## config.mk

```make
export PLATFORM = sky130hd
export DESIGN_NAME = nbt_stream_tokenizer_flat
export DESIGN_NICKNAME = d
export VERILOG_FILES = /design/src/rtl/core/nbt_pkg.sv /design/src/rtl/core/nbt_if.sv /design/src/rtl/core/nbt_datapath.sv /design/src/rtl/core/nbt_ctrl.sv /design/src/rtl/core/nbt_stream_tokenizer.sv /design/src/flat_wrapper.sv
export SDC_FILE = /design/constraint.sdc
export NUM_CORES = 1
export LEC_CHECK = 0
export BUFFER_PORTS_ARGS = -buffer_cell sky130_fd_sc_hd__clkbuf_2
export CORE_MARGIN = 10
export CORE_UTILIZATION = 35
export CTS_CLUSTER_SIZE = 14
export DETAILED_ROUTE_END_ITERATION = 7
export PLACE_DENSITY = 0.57
export SLEW_MARGIN = 5
export SYNTH_ARGS = -nofsm -noshare
export SYNTH_HDL_FRONTEND = slang
export SYNTH_SLANG_ARGS = --single-unit
```

## constraint.sdc

```tcl
create_clock -name clk -period 9 [get_ports clk]
set_input_delay 0.9 -clock clk [delete_from_list [all_inputs] [get_ports clk]]
set_output_delay 0.9 -clock clk [all_outputs]
set_load 0.01 [all_outputs]
```

## src/rtl/core/nbt_pkg.sv

```systemverilog
// ----------------------------------------------------------------------------
// nbt_pkg
// Shared types and codes for the tag stream tokenizer.
// ----------------------------------------------------------------------------
package nbt_pkg;

  localparam logic [3:0] K_END      = 4'd0;
  localparam logic [3:0] K_BYTEARR  = 4'd7;
  localparam logic [3:0] K_STRING   = 4'd8;
  localparam logic [3:0] K_LIST     = 4'd9;
  localparam logic [3:0] K_COMPOUND = 4'd10;
  localparam logic [3:0] K_INTARR   = 4'd11;
  localparam logic [3:0] K_LONGARR  = 4'd12;

  localparam logic [3:0] R_TAG      = 4'd0;
  localparam logic [3:0] R_NAMELEN  = 4'd1;
  localparam logic [3:0] R_NAME     = 4'd2;
  localparam logic [3:0] R_SCALAR   = 4'd3;
  localparam logic [3:0] R_LISTTYPE = 4'd4;
  localparam logic [3:0] R_COUNT    = 4'd5;
  localparam logic [3:0] R_STRLEN   = 4'd6;
  localparam logic [3:0] R_STRCHR   = 4'd7;
  localparam logic [3:0] R_ARRELEM  = 4'd8;
  localparam logic [3:0] R_ENDTAG   = 4'd9;
  localparam logic [3:0] R_IGNORED  = 4'd10;

  localparam logic [2:0] E_NONE   = 3'd0;
  localparam logic [2:0] E_TAG    = 3'd1;
  localparam logic [2:0] E_DEEP   = 3'd2;
  localparam logic [2:0] E_NEG    = 3'd3;
  localparam logic [2:0] E_TRUNC  = 3'd4;

  typedef enum logic [3:0] {
    M_TAG, M_NAMELEN, M_NAME, M_SCALAR, M_LISTTYPE,
    M_COUNT, M_STRLEN, M_STRCHR, M_ARRELEM
  } mode_t;

  typedef enum logic [2:0] {
    S_IDLE = 3'b001,
    S_POP  = 3'b010,
    S_OUT  = 3'b100
  } ctl_state_t;

  // controller to datapath
  typedef struct packed {
    logic start;
    logic pop_step;
  } dp_cmd_t;

  // datapath to controller
  typedef struct packed {
    logic pop_pending;
  } dp_sts_t;

  typedef struct packed {
    logic [3:0] byte_role;
    logic [3:0] tag_kind;
    logic [4:0] nest_depth;
    logic [7:0] byte_out;
    logic       field_done;
    logic [2:0] error_code;
  } result_t;

  function automatic logic [3:0] scalar_size(input logic [3:0] t);
    case (t)
      4'd1: scalar_size = 4'd1;
      4'd2: scalar_size = 4'd2;
      4'd3: scalar_size = 4'd4;
      4'd4: scalar_size = 4'd8;
      4'd5: scalar_size = 4'd4;
      4'd6: scalar_size = 4'd8;
      default: scalar_size = 4'd0;
    endcase
  endfunction

endpackage

```

## src/rtl/core/nbt_if.sv

```systemverilog
// ----------------------------------------------------------------------------
// nbt_in_if / nbt_out_if
// Valid/ready channels for stream bytes and tokens.
// ----------------------------------------------------------------------------
interface nbt_in_if;
  logic       valid;
  logic       ready;
  logic [7:0] stream_byte;
  logic       buffer_last;
  modport source (output valid, output stream_byte, output buffer_last, input ready);
  modport sink (input valid, input stream_byte, input buffer_last, output ready);
endinterface

interface nbt_out_if;
  logic       valid;
  logic       ready;
  logic [3:0] byte_role;
  logic [3:0] tag_kind;
  logic [4:0] nest_depth;
  logic [7:0] byte_out;
  logic       field_done;
  logic [2:0] error_code;
  modport source (output valid, output byte_role, output tag_kind, output nest_depth,
                  output byte_out, output field_done, output error_code, input ready);
  modport sink (input valid, input byte_role, input tag_kind, input nest_depth,
                input byte_out, input field_done, input error_code, output ready);
endinterface

```

## src/rtl/core/nbt_datapath.sv

```systemverilog
// ----------------------------------------------------------------------------
// nbt_datapath
// Parse registers, frame stack and per-byte classification. A value end
// that pops finished list frames is resolved one frame per pop step.
// ----------------------------------------------------------------------------
module nbt_datapath
  import nbt_pkg::*;
#(
  parameter int MAX_DEPTH = 16,
  parameter int SW = $clog2(MAX_DEPTH + 1),
  parameter int AW = (MAX_DEPTH > 1) ? $clog2(MAX_DEPTH) : 1
) (
  input  logic       clk,
  input  logic       rst_n,
  input  logic [4:0] depth_limit,
  input  logic [7:0] stream_byte,
  input  logic       buffer_last,
  input  dp_cmd_t    cmd,
  output dp_sts_t    sts,
  output result_t    res
);

  localparam logic [SW-1:0] MAXD = SW'(MAX_DEPTH);

  mode_t       mode_r, mode_nxt;
  logic [39:0] left_r, left_nxt;
  logic [31:0] acc_r, acc_nxt;
  logic [3:0]  tag_r, tag_nxt;
  logic [SW-1:0] top_r, top_nxt;
  logic [2:0]  err_r, err_nxt;
  logic        pend_r, pend_nxt;
  logic        push_r, push_nxt;
  logic        last_r;
  result_t     res_r, res_nxt;

  logic [36:0] stack_mem [MAX_DEPTH];
  logic        wr_en;
  logic [AW-1:0] wr_addr;
  logic [36:0] wr_data;
  logic [36:0] top_frame;
  logic [SW-1:0] lim;
  logic [SW-1:0] lim_ext;

  assign lim_ext = (SW > 5) ? SW'(depth_limit) : SW'(depth_limit);
  assign lim = ((SW > 5) ? ({27'd0, depth_limit} < 32'(MAX_DEPTH))
                         : (32'(depth_limit) < 32'(MAX_DEPTH))) ? lim_ext : MAXD;

  // top frame is registered from the next stack top, so it follows top_r
  always_ff @(posedge clk) begin
    if (wr_en) begin
      stack_mem[wr_addr] <= wr_data;
    end
    top_frame <= stack_mem[AW'(top_nxt - SW'(1))];
  end

  assign sts.pop_pending = pend_r | push_r;
  assign res = res_r;

  always_comb begin
    logic [3:0]  role;
    logic [3:0]  kind;
    logic        done;
    logic [2:0]  e;
    logic        endv;
    logic        begv;
    logic [3:0]  bt;
    logic [31:0] a;
    logic [7:0]  c;
    logic [3:0]  esz;
    logic [SW-1:0] t;
    mode_nxt = mode_r;
    left_nxt = left_r;
    acc_nxt  = acc_r;
    tag_nxt  = tag_r;
    top_nxt  = top_r;
    err_nxt  = err_r;
    pend_nxt = pend_r;
    push_nxt = push_r;
    res_nxt  = res_r;
    wr_en    = 1'b0;
    wr_addr  = AW'(top_r);
    wr_data  = '0;
    role = R_IGNORED;
    kind = tag_r;
    done = 1'b0;
    e    = E_NONE;
    endv = 1'b0;
    begv = 1'b0;
    bt   = tag_r;
    a    = 32'd0;
    c    = 8'd0;
    t    = top_r;
    esz  = (tag_r == K_LONGARR) ? 4'd8 : ((tag_r == K_INTARR) ? 4'd4 : 4'd1);

    if (cmd.start) begin
      if (err_r != E_NONE) begin
        kind = 4'd0;
      end else begin
        case (mode_r)
          M_TAG: begin
            done = 1'b1;
            if (stream_byte == 8'(K_END)) begin
              role = R_ENDTAG;
              kind = 4'd0;
              if (top_r != '0) begin
                t = top_r - SW'(1);
                top_nxt = t;
                endv = 1'b1;
              end
            end else if (stream_byte > 8'(K_LONGARR)) begin
              role = R_TAG;
              kind = 4'd0;
              e = E_TAG;
            end else begin
              role = R_TAG;
              kind = stream_byte[3:0];
              tag_nxt = stream_byte[3:0];
              mode_nxt = M_NAMELEN;
              left_nxt = 40'd2;
              acc_nxt = 32'd0;
            end
          end
          M_NAMELEN, M_STRLEN: begin
            role = (mode_r == M_NAMELEN) ? R_NAMELEN : R_STRLEN;
            a = {acc_r[23:0], stream_byte};
            acc_nxt = a;
            left_nxt = (left_r != 0) ? left_r - 40'd1 : 40'd0;
            if (left_nxt == 0) begin
              done = 1'b1;
              if (a == 0) begin
                if (mode_r == M_NAMELEN) begin
                  begv = 1'b1;
                end else begin
                  endv = 1'b1;
                end
              end else begin
                mode_nxt = (mode_r == M_NAMELEN) ? M_NAME : M_STRCHR;
                left_nxt = {8'd0, a};
              end
            end
          end
          M_NAME, M_SCALAR, M_STRCHR: begin
            role = (mode_r == M_NAME) ? R_NAME : ((mode_r == M_SCALAR) ? R_SCALAR : R_STRCHR);
            left_nxt = (left_r != 0) ? left_r - 40'd1 : 40'd0;
            if (left_nxt == 0) begin
              done = 1'b1;
              if (mode_r == M_NAME) begin
                begv = 1'b1;
              end else begin
                endv = 1'b1;
              end
            end
          end
          M_LISTTYPE: begin
            role = R_LISTTYPE;
            kind = K_LIST;
            done = 1'b1;
            if (stream_byte > 8'(K_LONGARR)) begin
              e = E_TAG;
            end else begin
              mode_nxt = M_COUNT;
              left_nxt = {28'd0, stream_byte[3:0], 8'd4};
              acc_nxt = 32'd0;
            end
          end
          M_COUNT: begin
            role = R_COUNT;
            a = {acc_r[23:0], stream_byte};
            acc_nxt = a;
            c = (left_r[7:0] != 0) ? left_r[7:0] - 8'd1 : 8'd0;
            left_nxt = {left_r[39:8], c};
            if (c == 0) begin
              done = 1'b1;
              if (a[31]) begin
                e = E_NEG;
              end else if (tag_r == K_LIST) begin
                if (a == 0 || left_r[11:8] == K_END) begin
                  endv = 1'b1;
                end else if (top_r >= lim) begin
                  e = E_DEEP;
                end else begin
                  wr_en = 1'b1;
                  wr_addr = AW'(top_r);
                  wr_data = {1'b1, left_r[11:8], a};
                  top_nxt = top_r + SW'(1);
                  bt = left_r[11:8];
                  begv = 1'b1;
                end
              end else if (a == 0) begin
                endv = 1'b1;
              end else begin
                mode_nxt = M_ARRELEM;
                left_nxt = ({8'd0, a} << ((esz == 4'd8) ? 3 : ((esz == 4'd4) ? 2 : 0)));
              end
            end
          end
          M_ARRELEM: begin
            role = R_ARRELEM;
            left_nxt = (left_r != 0) ? left_r - 40'd1 : 40'd0;
            done = (left_nxt[2:0] & 3'(esz - 4'd1)) == 3'd0;
            if (left_nxt == 0) begin
              endv = 1'b1;
            end
          end
          default: begin
            mode_nxt = M_TAG;
            kind = 4'd0;
          end
        endcase

        if (begv) begin
          tag_nxt = bt;
          if (bt >= 4'd1 && bt <= 4'd6) begin
            mode_nxt = M_SCALAR;
            left_nxt = {36'd0, scalar_size(bt)};
          end else if (bt == K_BYTEARR || bt == K_INTARR || bt == K_LONGARR) begin
            mode_nxt = M_COUNT;
            left_nxt = 40'd4;
            acc_nxt = 32'd0;
          end else if (bt == K_STRING) begin
            mode_nxt = M_STRLEN;
            left_nxt = 40'd2;
            acc_nxt = 32'd0;
          end else if (bt == K_LIST) begin
            mode_nxt = M_LISTTYPE;
          end else if (bt == K_COMPOUND) begin
            if (wr_en) begin
              // list frame written this cycle, compound frame next step
              push_nxt = 1'b1;
              mode_nxt = M_TAG;
            end else if (top_nxt >= lim) begin
              e = E_DEEP;
            end else begin
              wr_en = 1'b1;
              wr_addr = AW'(top_nxt);
              wr_data = '0;
              top_nxt = top_nxt + SW'(1);
              mode_nxt = M_TAG;
            end
          end else begin
            mode_nxt = M_TAG;
          end
        end
        if (endv) begin
          mode_nxt = M_TAG;
          pend_nxt = 1'b1;
        end
      end
      res_nxt.byte_role  = role;
      res_nxt.tag_kind   = kind;
      res_nxt.nest_depth = 5'(top_r);
      res_nxt.byte_out   = stream_byte;
      res_nxt.field_done = done & (e == E_NONE);
      if (e != E_NONE) begin
        err_nxt = e;
        pend_nxt = 1'b0;
        push_nxt = 1'b0;
      end
    end else if (cmd.pop_step) begin
      if (push_r) begin
        // compound opened as a list element
        push_nxt = 1'b0;
        if (top_r >= lim) begin
          e = E_DEEP;
        end else begin
          wr_en = 1'b1;
          wr_addr = AW'(top_r);
          wr_data = '0;
          top_nxt = top_r + SW'(1);
          mode_nxt = M_TAG;
        end
      end else if (top_r == '0 || top_r > MAXD || !top_frame[36]) begin
        // no list frame on top: the value-end walk ends here
        pend_nxt = 1'b0;
      end else if (top_frame[31:0] > 32'd1) begin
        pend_nxt = 1'b0;
        wr_en = 1'b1;
        wr_addr = AW'(top_r - SW'(1));
        wr_data = {top_frame[36:32], top_frame[31:0] - 32'd1};
        bt = top_frame[35:32];
        tag_nxt = bt;
        if (bt >= 4'd1 && bt <= 4'd6) begin
          mode_nxt = M_SCALAR;
          left_nxt = {36'd0, scalar_size(bt)};
        end else if (bt == K_BYTEARR || bt == K_INTARR || bt == K_LONGARR) begin
          mode_nxt = M_COUNT;
          left_nxt = 40'd4;
          acc_nxt = 32'd0;
        end else if (bt == K_STRING) begin
          mode_nxt = M_STRLEN;
          left_nxt = 40'd2;
          acc_nxt = 32'd0;
        end else if (bt == K_LIST) begin
          mode_nxt = M_LISTTYPE;
        end else if (bt == K_COMPOUND) begin
          push_nxt = 1'b1;
          mode_nxt = M_TAG;
        end else begin
          mode_nxt = M_TAG;
        end
      end else begin
        top_nxt = top_r - SW'(1);
      end
      if (e != E_NONE) begin
        err_nxt = e;
        pend_nxt = 1'b0;
        res_nxt.field_done = 1'b0;
      end
    end else begin
      if (!pend_r && last_r && err_r == E_NONE && !(mode_r == M_TAG && top_r == '0)) begin
        err_nxt = E_TRUNC;
      end
      res_nxt.error_code = err_nxt;
    end
    if (cmd.start) begin
      res_nxt.error_code = err_nxt;
    end
  end

  always_ff @(posedge clk) begin
    if (!rst_n) begin
      mode_r <= M_TAG;
      left_r <= '0;
      acc_r  <= '0;
      tag_r  <= '0;
      top_r  <= '0;
      err_r  <= E_NONE;
      pend_r <= 1'b0;
      push_r <= 1'b0;
      last_r <= 1'b0;
    end else begin
      mode_r <= mode_nxt;
      left_r <= left_nxt;
      acc_r  <= acc_nxt;
      tag_r  <= tag_nxt;
      top_r  <= top_nxt;
      err_r  <= err_nxt;
      pend_r <= pend_nxt;
      push_r <= push_nxt;
      if (cmd.start) begin
        last_r <= buffer_last & (err_r == E_NONE);
      end else if (!cmd.pop_step) begin
        last_r <= 1'b0;
      end
    end
    res_r <= res_nxt;
  end

endmodule

```

## src/rtl/core/nbt_ctrl.sv

```systemverilog
// ----------------------------------------------------------------------------
// nbt_ctrl
// Sequencer: take a byte, walk pending list pops and compound pushes, then present the token.
// ----------------------------------------------------------------------------
module nbt_ctrl
  import nbt_pkg::*;
(
  input  logic    clk,
  input  logic    rst_n,
  input  logic    in_valid,
  output logic    in_ready,
  output logic    out_valid,
  input  logic    out_ready,
  input  dp_sts_t sts,
  output dp_cmd_t cmd
);

  ctl_state_t state_r, state_nxt;

  assign in_ready  = (state_r == S_IDLE);
  assign out_valid = (state_r == S_OUT);
  assign cmd.start = (state_r == S_IDLE) && in_valid;
  assign cmd.pop_step = (state_r == S_POP) && sts.pop_pending;

  always_comb begin
    state_nxt = state_r;
    case (state_r)
      S_IDLE: if (in_valid) begin
        state_nxt = S_POP;
      end
      S_POP: if (!sts.pop_pending) begin
        state_nxt = S_OUT;
      end
      S_OUT: if (out_ready) begin
        state_nxt = S_IDLE;
      end
      default: state_nxt = S_IDLE;
    endcase
  end

  always_ff @(posedge clk) begin
    if (!rst_n) begin
      state_r <= S_IDLE;
    end else begin
      state_r <= state_nxt;
    end
  end

endmodule

```

## src/rtl/core/nbt_stream_tokenizer.sv

```systemverilog
// ----------------------------------------------------------------------------
// nbt_stream_tokenizer
// Byte-serial tokenizer for tag streams with a list/compound frame stack.
// Sequence: take a byte, run pending pop steps, then present the token.
// Value ends walk finished list frames; list-element compounds push a frame.
// A new byte is taken only once the last token is accepted, set by the sequencer.
// Reset: synchronous active-low rst_n; stack contents left undefined.
// ----------------------------------------------------------------------------
module nbt_stream_tokenizer
  import nbt_pkg::*;
#(
  parameter int MAX_DEPTH = 16
) (
  input  logic       clk,
  input  logic       rst_n,
  input  logic       cfg_we,
  input  logic [4:0] cfg_wdata,
  nbt_in_if.sink     in_ch,
  nbt_out_if.source  out_ch
);

  logic [4:0] limit_r;
  dp_cmd_t    cmd;
  dp_sts_t    sts;
  result_t    res;

  always_ff @(posedge clk) begin
    if (!rst_n) begin
      limit_r <= 5'd16;
    end else if (cfg_we) begin
      limit_r <= cfg_wdata;
    end
  end

  nbt_ctrl u_ctrl (
    .clk, .rst_n,
    .in_valid(in_ch.valid), .in_ready(in_ch.ready),
    .out_valid(out_ch.valid), .out_ready(out_ch.ready),
    .sts, .cmd
  );

  nbt_datapath #(.MAX_DEPTH(MAX_DEPTH)) u_dp (
    .clk, .rst_n, .depth_limit(limit_r),
    .stream_byte(in_ch.stream_byte), .buffer_last(in_ch.buffer_last),
    .cmd, .sts, .res
  );

  assign out_ch.byte_role  = res.byte_role;
  assign out_ch.tag_kind   = res.tag_kind;
  assign out_ch.nest_depth = res.nest_depth;
  assign out_ch.byte_out   = res.byte_out;
  assign out_ch.field_done = res.field_done;
  assign out_ch.error_code = res.error_code;

  a_excl: assert property (@(posedge clk) disable iff (!rst_n)
    !(in_ch.ready && out_ch.valid)) else $error("ready and valid together");
  a_err_sticky: assert property (@(posedge clk) disable iff (!rst_n)
    (out_ch.valid && out_ch.error_code != E_NONE) |=> out_ch.error_code != E_NONE)
    else $error("error cleared");
  a_done_ok: assert property (@(posedge clk) disable iff (!rst_n)
    (out_ch.valid && out_ch.byte_role == R_IGNORED) |-> !out_ch.field_done)
    else $error("done on ignored item");

endmodule
```

## src/flat_wrapper.sv

```systemverilog
// flat-port wrapper written by rule: the top's interface ports become plain ports
module nbt_stream_tokenizer_flat import nbt_pkg::*;
#(
  parameter int MAX_DEPTH = 16
)
  (clk, rst_n, cfg_we, cfg_wdata, in_ch_valid, in_ch_stream_byte, in_ch_buffer_last, in_ch_ready, out_ch_valid, out_ch_byte_role, out_ch_tag_kind, out_ch_nest_depth, out_ch_byte_out, out_ch_field_done, out_ch_error_code, out_ch_ready);
  nbt_in_if in_ch_i ();
  nbt_out_if out_ch_i ();
  input  logic clk;
  input  logic rst_n;
  input  logic cfg_we;
  input  logic [4:0] cfg_wdata;
  input wire logic [$bits(in_ch_i.valid)-1:0] in_ch_valid;
  input wire logic [$bits(in_ch_i.stream_byte)-1:0] in_ch_stream_byte;
  input wire logic [$bits(in_ch_i.buffer_last)-1:0] in_ch_buffer_last;
  output wire logic [$bits(in_ch_i.ready)-1:0] in_ch_ready;
  output wire logic [$bits(out_ch_i.valid)-1:0] out_ch_valid;
  output wire logic [$bits(out_ch_i.byte_role)-1:0] out_ch_byte_role;
  output wire logic [$bits(out_ch_i.tag_kind)-1:0] out_ch_tag_kind;
  output wire logic [$bits(out_ch_i.nest_depth)-1:0] out_ch_nest_depth;
  output wire logic [$bits(out_ch_i.byte_out)-1:0] out_ch_byte_out;
  output wire logic [$bits(out_ch_i.field_done)-1:0] out_ch_field_done;
  output wire logic [$bits(out_ch_i.error_code)-1:0] out_ch_error_code;
  input wire logic [$bits(out_ch_i.ready)-1:0] out_ch_ready;
  assign in_ch_i.valid = in_ch_valid;
  assign in_ch_i.stream_byte = in_ch_stream_byte;
  assign in_ch_i.buffer_last = in_ch_buffer_last;
  assign in_ch_ready = in_ch_i.ready;
  assign out_ch_valid = out_ch_i.valid;
  assign out_ch_byte_role = out_ch_i.byte_role;
  assign out_ch_tag_kind = out_ch_i.tag_kind;
  assign out_ch_nest_depth = out_ch_i.nest_depth;
  assign out_ch_byte_out = out_ch_i.byte_out;
  assign out_ch_field_done = out_ch_i.field_done;
  assign out_ch_error_code = out_ch_i.error_code;
  assign out_ch_i.ready = out_ch_ready;
  nbt_stream_tokenizer #(.MAX_DEPTH(MAX_DEPTH)) u_core (.clk(clk), .rst_n(rst_n), .cfg_we(cfg_we), .cfg_wdata(cfg_wdata), .in_ch(in_ch_i), .out_ch(out_ch_i));
endmodule
```

* Word-level counts from Yosys, hierarchy flattened
Memories as Yosys holds them, arrays and structs flattened. A register that Yosys moved wholly into a read port is not among the register bits.
Index checks and enable logic that the tools add are counted.
** Storage, ports and cells
- ROM bits :: 0
- Memories :: 1
- Bits in latches :: 0
- Bits in registers :: 124
- Bits in writable memories :: 592
** Memory list
- u_core.u_dp.stack_mem :: words 16, bits a word 37, rd ports 1, clocked after memory_dff 1, wr ports 1, RTL line nbt_datapath.sv:36 : logic [36:0] stack_mem [MAX_DEPTH];
** Operators by class
- Multiply operators :: 0
- Add/sub/neg operators :: 8
- Divide/modulo/power cells :: 0
- Multiplexer cells :: 280
- Shift-type cells :: 1
- Reduce and logical (&&, ||, !) cells :: 60
- $lt $le $gt $ge :: 10
- Bitwise logic cells :: 4
- Eq/ne operators :: 63
** Operators by type and width (number)
- 40-bit 2-to-1 mux :: 23
- 37-bit 2-to-1 mux :: 20
- 32-bit 2-to-1 mux :: 15
- 4-bit 2-to-1 mux :: 61
- 40-bit one-hot mux with 5 select lines :: 1
- 5-bit 2-to-1 mux :: 24
- 32-bit one-hot mux with 3 select lines :: 1
- 3-bit 2-to-1 mux :: 31
- 1-bit 2-to-1 mux :: 84
- 4-bit equality test (second input constant) :: 15
- 4-bit by 3-bit equality test with 1-bit output (second input constant) :: 13
- 40-bit zero test :: 1
- 40-bit nonzero test :: 1
- 32-bit by 2-bit << shifter with 40-bit output :: 1
- 40-bit by 1-bit subtractor with 40-bit output (second input constant) :: 1
- 3-bit inequality test (second input constant) :: 12
- 32-bit by 1-bit greater-than comparator with 1-bit output (second input constant) :: 1
- 32-bit zero test :: 1
- 4-bit one-hot mux with 4 select lines :: 2
- 32-bit by 1-bit subtractor with 32-bit output (second input constant) :: 1
- 4-bit by 2-bit equality test with 1-bit output (second input constant) :: 6
- 4-bit one-hot mux with 6 select lines :: 1
- 4-bit one-hot mux with 5 select lines :: 1
- 8-bit zero test :: 2
- 54 further kinds :: 107

* Depth between registers and ports, before layout
- Word-level depth :: 26
- Depth in mapped cells :: 30
- Depth with buffers taken out :: 23

* Modules after synthesis
A second synthesis with hierarchy kept.
** Second synthesis, totals
- Cells, all modules :: 2338
- Area total of the unflattened synthesis :: 33498.4 um^2
** Modules (own cells, without submodules)
- nbt_datapath :: area an instance 33135.5 um^2, cells an instance 2306, instances 1
- nbt_stream_tokenizer :: area an instance 190.2 um^2, cells an instance 16, instances 1
- nbt_ctrl :: area an instance 172.7 um^2, cells an instance 16, instances 1

* Least setup slack after synthesis
No wires, ideal clock.
- Path type :: in2reg
- Start :: input in_ch_stream_byte[0]
- End :: register u_core.u_dp.top_frame[16], read port of u_core.u_dp.stack_mem
- Setup time :: 0.122 ns
- Required time :: 8.878 ns
- Setup slack :: 1.625 ns
- Buffers on the path :: 7
- Cell stages on the path :: 28
- Data arrival time :: 7.254 ns
- Cell sequence :: clkbuf_1 > nor4_1 > nand4_1 > o211ai_1 > nor3_1 > a22oi_1 > o31a_1 > buf_2 > inv_1 > ha_1 > nand2b_1 > a21o_1 > a21o_1 > a21o_1 > a2111oi_0 > nand4_1 > nor2_1 > o31a_1 > o311ai_2 > buf_6 > buf_2 > ha_1 > clkbuf_1 > clkbuf_1 > clkbuf_1 > mux4_2 > mux2i_1 > mux2i_1
** Between the ends
- Cells in the longest elaborated chain, start to end :: 21
- Elaborated cells on any way between the ends :: 54
- Classes of those cells :: add/sub: 2; order compare: 3; eq/ne: 6; mux: 37; reduce/logical: 6
** RTL lines
- start: declaration :: RTL line flat_wrapper.sv:14 : input wire logic [$bits(in_ch_i.stream_byte)-1:0] in_ch_stream_byte;
- 32-bit zero test :: RTL line nbt_datapath.sv:130, nbt_datapath.sv:177
- 1-bit logical OR :: RTL line nbt_datapath.sv:177 : if (a == 0 || left_r[11:8] == K_END) begin
- 5-bit 2-to-1 mux :: RTL line nbt_datapath.sv:177
- 5-bit 2-to-1 mux :: RTL line nbt_datapath.sv:176 : end else if (tag_r == K_LIST) begin
- 5-bit 2-to-1 mux :: RTL line nbt_datapath.sv:174 : if (a[31]) begin
- 5-bit 2-to-1 mux :: RTL line nbt_datapath.sv:172 : if (c == 0) begin
- 5-bit one-hot mux with 2 select lines :: RTL line nbt_datapath.sv:99 : case (mode_r)
- 5-bit 2-to-1 mux :: RTL line nbt_datapath.sv:96 : if (err_r != E_NONE) begin
- (+5 left out)
- 5-bit 2-to-1 mux :: RTL line nbt_datapath.sv:224 : end else if (bt == K_LIST) begin
- 5-bit 2-to-1 mux :: RTL line nbt_datapath.sv:220 : end else if (bt == K_STRING) begin
- 5-bit 2-to-1 mux :: RTL line nbt_datapath.sv:216 : end else if (bt == K_BYTEARR || bt == K_INTARR || bt == K_LONGARR) begin
- 5-bit 2-to-1 mux :: RTL line nbt_datapath.sv:213 : if (bt >= 4'd1 && bt <= 4'd6) begin
- 5-bit 2-to-1 mux (*) :: RTL line nbt_datapath.sv:211 : if (begv) begin
- 5-bit 2-to-1 mux (*) :: RTL line nbt_datapath.sv:96
- 5-bit 2-to-1 mux (*) :: RTL line nbt_datapath.sv:95 : if (cmd.start) begin
- 4-bit by 1-bit subtractor with 4-bit output (*) :: RTL line nbt_datapath.sv:53 : top_frame <= stack_mem[AW'(top_nxt - SW'(1))];
- end: declaration :: RTL line nbt_datapath.sv:40 : logic [36:0] top_frame;
Mark *: on every way between the ends. The rest lies on a longest branch, timed or not. The select of a mux whose other input is x is not followed.
A chain may end at the register's enable or synchronous reset.

* Final worst setup path
- Start :: register u_core.u_dp.left_r[0]
- End :: register u_core.u_dp.top_frame[28], read port of u_core.u_dp.stack_mem
** Between the ends
- Cells in the longest elaborated chain, start to end :: 19
- Elaborated cells on any way between the ends :: 49
- Classes of those cells :: add/sub: 4; order compare: 3; eq/ne: 6; mux: 29; reduce/logical: 7
** RTL lines
- start: declaration :: RTL line nbt_datapath.sv:26 : logic [39:0] left_r, left_nxt;
- start signal: assignment :: RTL line nbt_datapath.sv:333 : left_r <= left_nxt;
- 8-bit by 1-bit subtractor with 8-bit output or 8-bit nonzero test (tied branches) :: RTL line nbt_datapath.sv:170 : c = (left_r[7:0] != 0) ? left_r[7:0] - 8'd1 : 8'd0;
- 8-bit 2-to-1 mux :: RTL line nbt_datapath.sv:170
- 8-bit zero test :: RTL line nbt_datapath.sv:172
- 5-bit 2-to-1 mux :: RTL line nbt_datapath.sv:172
- 5-bit one-hot mux with 2 select lines :: RTL line nbt_datapath.sv:99
- 5-bit 2-to-1 mux :: RTL line nbt_datapath.sv:96
- 5-bit 2-to-1 mux :: RTL line nbt_datapath.sv:95
- 5-bit by 1-bit adder with 5-bit output or 5-bit >= comparator (tied branches) :: RTL line nbt_datapath.sv:237, nbt_datapath.sv:231
- (+3 left out)
- 5-bit 2-to-1 mux :: RTL line nbt_datapath.sv:224
- 5-bit 2-to-1 mux :: RTL line nbt_datapath.sv:220
- 5-bit 2-to-1 mux :: RTL line nbt_datapath.sv:216
- 5-bit 2-to-1 mux :: RTL line nbt_datapath.sv:213
- 5-bit 2-to-1 mux (*) :: RTL line nbt_datapath.sv:211
- 5-bit 2-to-1 mux (*) :: RTL line nbt_datapath.sv:96
- 5-bit 2-to-1 mux (*) :: RTL line nbt_datapath.sv:95
- 4-bit by 1-bit subtractor with 4-bit output (*) :: RTL line nbt_datapath.sv:53
Marks and branches as above.

==> flow_metrics.py <==
metrics = {
    "run_status": {
        "status": "finished clean",
    },
    "logic_synthesis": {
        "syn_avg_cell_area_um2": 13.7,
        "yosys_warnings": 0,
        "synth.most_common_cell": "edfxtp_1",
        "async_flop_share": 0,
        "synthTopCellsByArea": "edfxtp_1 55%, mux4_2 9.9%, dfxtp_1 7.6%, mux2i_1 3.7%, nor2_1 2.4%",
        "syn_nets": 2494,
        "ys_dominant_reg_cell": "edfxtp_1",
        "synth_area_mm2": 0.0337,
        "synth_enable_flop_cells": 617,
        "yosys_register_bits": 745,
        "synth_top_area_frac": 0.549,
        "synth_area_leader_cell": "edfxtp_1",
        "syn_inst": 2457,
        "synth.distinct_cells": 88,
        "yosysSeqAreaShare": 0.625,
        "synth.cells.most_frequent": "617 x edfxtp_1, 213 x nor2_1, 174 x nand2_1",
    },
    "setup_path": {
        "crit_type": "flip-flop to flip-flop",
        "path_max_fanout": 45,
        "start_kind": "flip-flop",
        "worstPathRequired_ns": 9.49,
        "worst_setup_path_end_kind": "flip-flop",
        "crit_arrival_ns": 8.45,
    },
    "job": {
        "max-cap-violations": 0,
    },
    "cts": {
        "cts-resized-gates": 0,
        "root_buffer": "clkbuf_16",
        "htreeDepth": 3,
        "clkLatencyLatePin_ns": 0.64,
        "cts_tree": "yes",
        "cts_hold_buffers": 0,
        "cts-buffers-inserted": 80,
        "numClockSinks": 745,
        "postCtsSetupBuffers": 0,
        "clk_pin_slew_ns": 0.06,
        "clockBufferDepth": 3,
    },
    "sta": {
        "skew_ns": 0.0324,
        "tightest_slew_ns": 1.20,
        "max-slew-margin-rel": 0.196,
        "setup_viol": 0,
        "maxSlewViolCount": 0,
        "hold_violations": 0,
        "layout_min_cycle_time_ns": 7.95,
        "rsz0062_at_grt": "no",
        "finalSetupTns_ns": 0,
        "setup_ws_ns": 1.05,
        "fin_crit_sh": 0.884,
        "max_freq_ghz": 0.126,
    },
    "place": {
        "dp_hpwl_mm": 59.5,
        "post-place-ws_ns": 0.859,
        "dp_cells": 3687,
        "io_buffers": 45,
        "gp_congestion": 0.919,
    },
    "layout": {
        "instances_no_fill": 3833,
        "area_growth_pct": 13.8,
        "nFillCells": 8801,
        "nNetsFinal": 2541,
        "drive_gt1_frac": 0.177,
        "insertedDiodeCount": 0,
    },
    "pwr": {
        "power_density_mw_per_mm2": 272,
        "ir_drop_uv": 261,
        "total_power_mw": 10.5,
        "leakagePower_nw": 11.6,
    },
    "die": {
        "dieArea_mm2": 0.109,
        "ioPinCount": 46,
        "fp.dieH_um": 330,
        "die_w_um": 330,
        "initial_utilization": 0.354,
        "rows": 113,
        "core_area_mm2": 0.0953,
    },
    "global_route": {
        "grt_use_total": 0.178,
        "grt_pass1_wl_mm": 147,
        "grt.overflow.total": 0,
        "grt_pass1_vias": 22123,
        "antenna_found_initial": 1,
        "grt_max_degree": 150,
    },
    "route": {
        "drc_errors": 0,
        "routed_wl_mm": 98.8,
        "vias": 22130,
        "dr.first_iter.drc_count": 2399,
        "postRouteAntennaNets": 0,
        "dr.pass1.iters": 6,
        "wl_per_cell_um": 25.8,
        "avgViaCountPerCell": 5.77,
    },
    "min_path": {
        "hp-class": "flip-flop to flip-flop",
    },
}
==> cell usage in the layout (no fill, tap or decap), drive strengths merged, types with 7 or more instances in the layout <==
cell	netlist	layout
a21o	13	13
o211ai	11	11
bufinv	0	8
a21oi	125	125
nor3	59	59
dfxtp	128	128
nor4	46	46
a211oi	21	21
nor2b	9	9
o21ai	138	138
nand3	33	33
nor2	213	213
buf	31	89
a211o	8	8
inv	35	37
mux2i	124	124
o22ai	24	24
or3	21	21
xor2	18	18
and2	11	11
mux4	148	148
o31ai	12	12
o21a	16	16
a31oi	21	21
nand4	12	12
a22oi	42	42
a22o	7	7
nand2b	15	15
clkinv	0	30
and3	12	12
nand2	174	174
ha	18	18
or4	16	16
xnor2	44	44
edfxtp	617	617
a221oi	11	11
clkbuf	138	147
==> kinds of logic after synthesis <==
kind of cell / share of synthesized area
AO/OA/AOI/OAI: 0.0981
XOR/XNOR: 0.0165
adder cells (fa/ha/maj): 0.00668
buffers and inverters: 0.0255
flip-flops: 0.625
multiplexers: 0.136
AND/OR/NAND/NOR: 0.0915
==> power by group <==
group	internal, mW	total (mW)	leakage, nW	switching (mW)
clock network	1.92	3.26	1.26	1.34
logic	1.22	3.32	4.73	2.10
registers	3.75	3.88	5.57	0.126
==> state kept, by name, indices dropped and copies added, names as in the netlist, 3 cells and up <==
name                   flops
u_core.limit_r             5
u_core.u_dp.left_r        40
u_core.u_dp.tag_r          4
u_core.u_dp.acc_r         24
u_core.u_dp.err_r          3
u_core.u_dp.top_r          5
u_core.u_ctrl.state_r      3
u_core.u_dp.stack_mem    592
u_core.u_dp.res           25
u_core.u_dp.top_frame     37
u_core.u_dp.mode_r         4
==> routing by layer <==
layer  part of all wire  routed length (um)  track usage  vias up
li1                   -                   -            -     9712
met1               0.41               40400        0.230    11281
met5            0.00013                  13            0        -
met2               0.49               48100        0.298      920
met3              0.066                6570       0.0264      215
met4              0.037                3680       0.0725        2
==> final timing paths <==
kind | cells past startpoint | slack, ns | startpoint | to
worst max-delay path | 24 | 1.05 | u_core.u_dp.left_r[0]$_SDFFE_PN0P_ | u_core.u_dp.top_frame[28]$_DFF_P_
worst min-delay path | 2 | 0.50 | u_core.u_dp.err_r[2]$_SDFF_PN0_ | u_core.u_dp.err_r[2]$_SDFF_PN0_
worst max register to register | 24 | 1.05 | u_core.u_dp.left_r[0]$_SDFFE_PN0P_ | u_core.u_dp.top_frame[28]$_DFF_P_
worst min register to register | 2 | 0.50 | u_core.u_dp.err_r[2]$_SDFF_PN0_ | u_core.u_dp.err_r[2]$_SDFF_PN0_
==> critical path, cell delays in order, from the launching register on <==
cell and delay, ns:
dfxtp_1 0.42, inv_1 0.15, ha_1 0.29, nor4b_2 0.51, a211oi_1 0.18, a311oi_4 0.46, a32oi_1 0.34, nor3_2 0.49
o31a_1 0.39, inv_1 0.08, ha_1 0.29, nand2b_1 0.14, a21o_1 0.17, a21o_1 0.17, a21o_1 0.19, a2111oi_0 0.40
nand4_1 0.22, or3_1 0.44, mux2_2 0.29, o21ai_0 0.39, ha_4 0.48, buf_12 0.37, mux4_2 0.56, mux2i_1 0.21
mux2i_1 0.10
==> stage by stage <==
| step | instance area [um2] | hold WS [ns] | utilization |
|---|---|---|---|
| floorplan | 33700 | 0.435 | - |
| global placement | 35800 | 0.467 | 0.376 |
| detailed placement | 35800 | 0.487 | 0.376 |
| CTS | 38400 | 0.475 | 0.403 |
| global route | 38400 | 0.501 | 0.403 |
| finish | 38400 | 0.499 | 0.403 |
==> cell type report <==
cell class / count / area, um2 / area share
flip-flops and latches: 745 / 21100 / 0.549
clock inverters: 44 / 445 / 0.0116
multi-input cells: 1508 / 12000 / 0.312
clock buffers: 102 / 2150 / 0.0559
well taps: 1265 / 1580 / 0.0412
inverters: 35 / 131 / 0.00342
repair buffers: 134 / 1020 / 0.0265
Note: power is estimated with default switching activity, not from simulation.
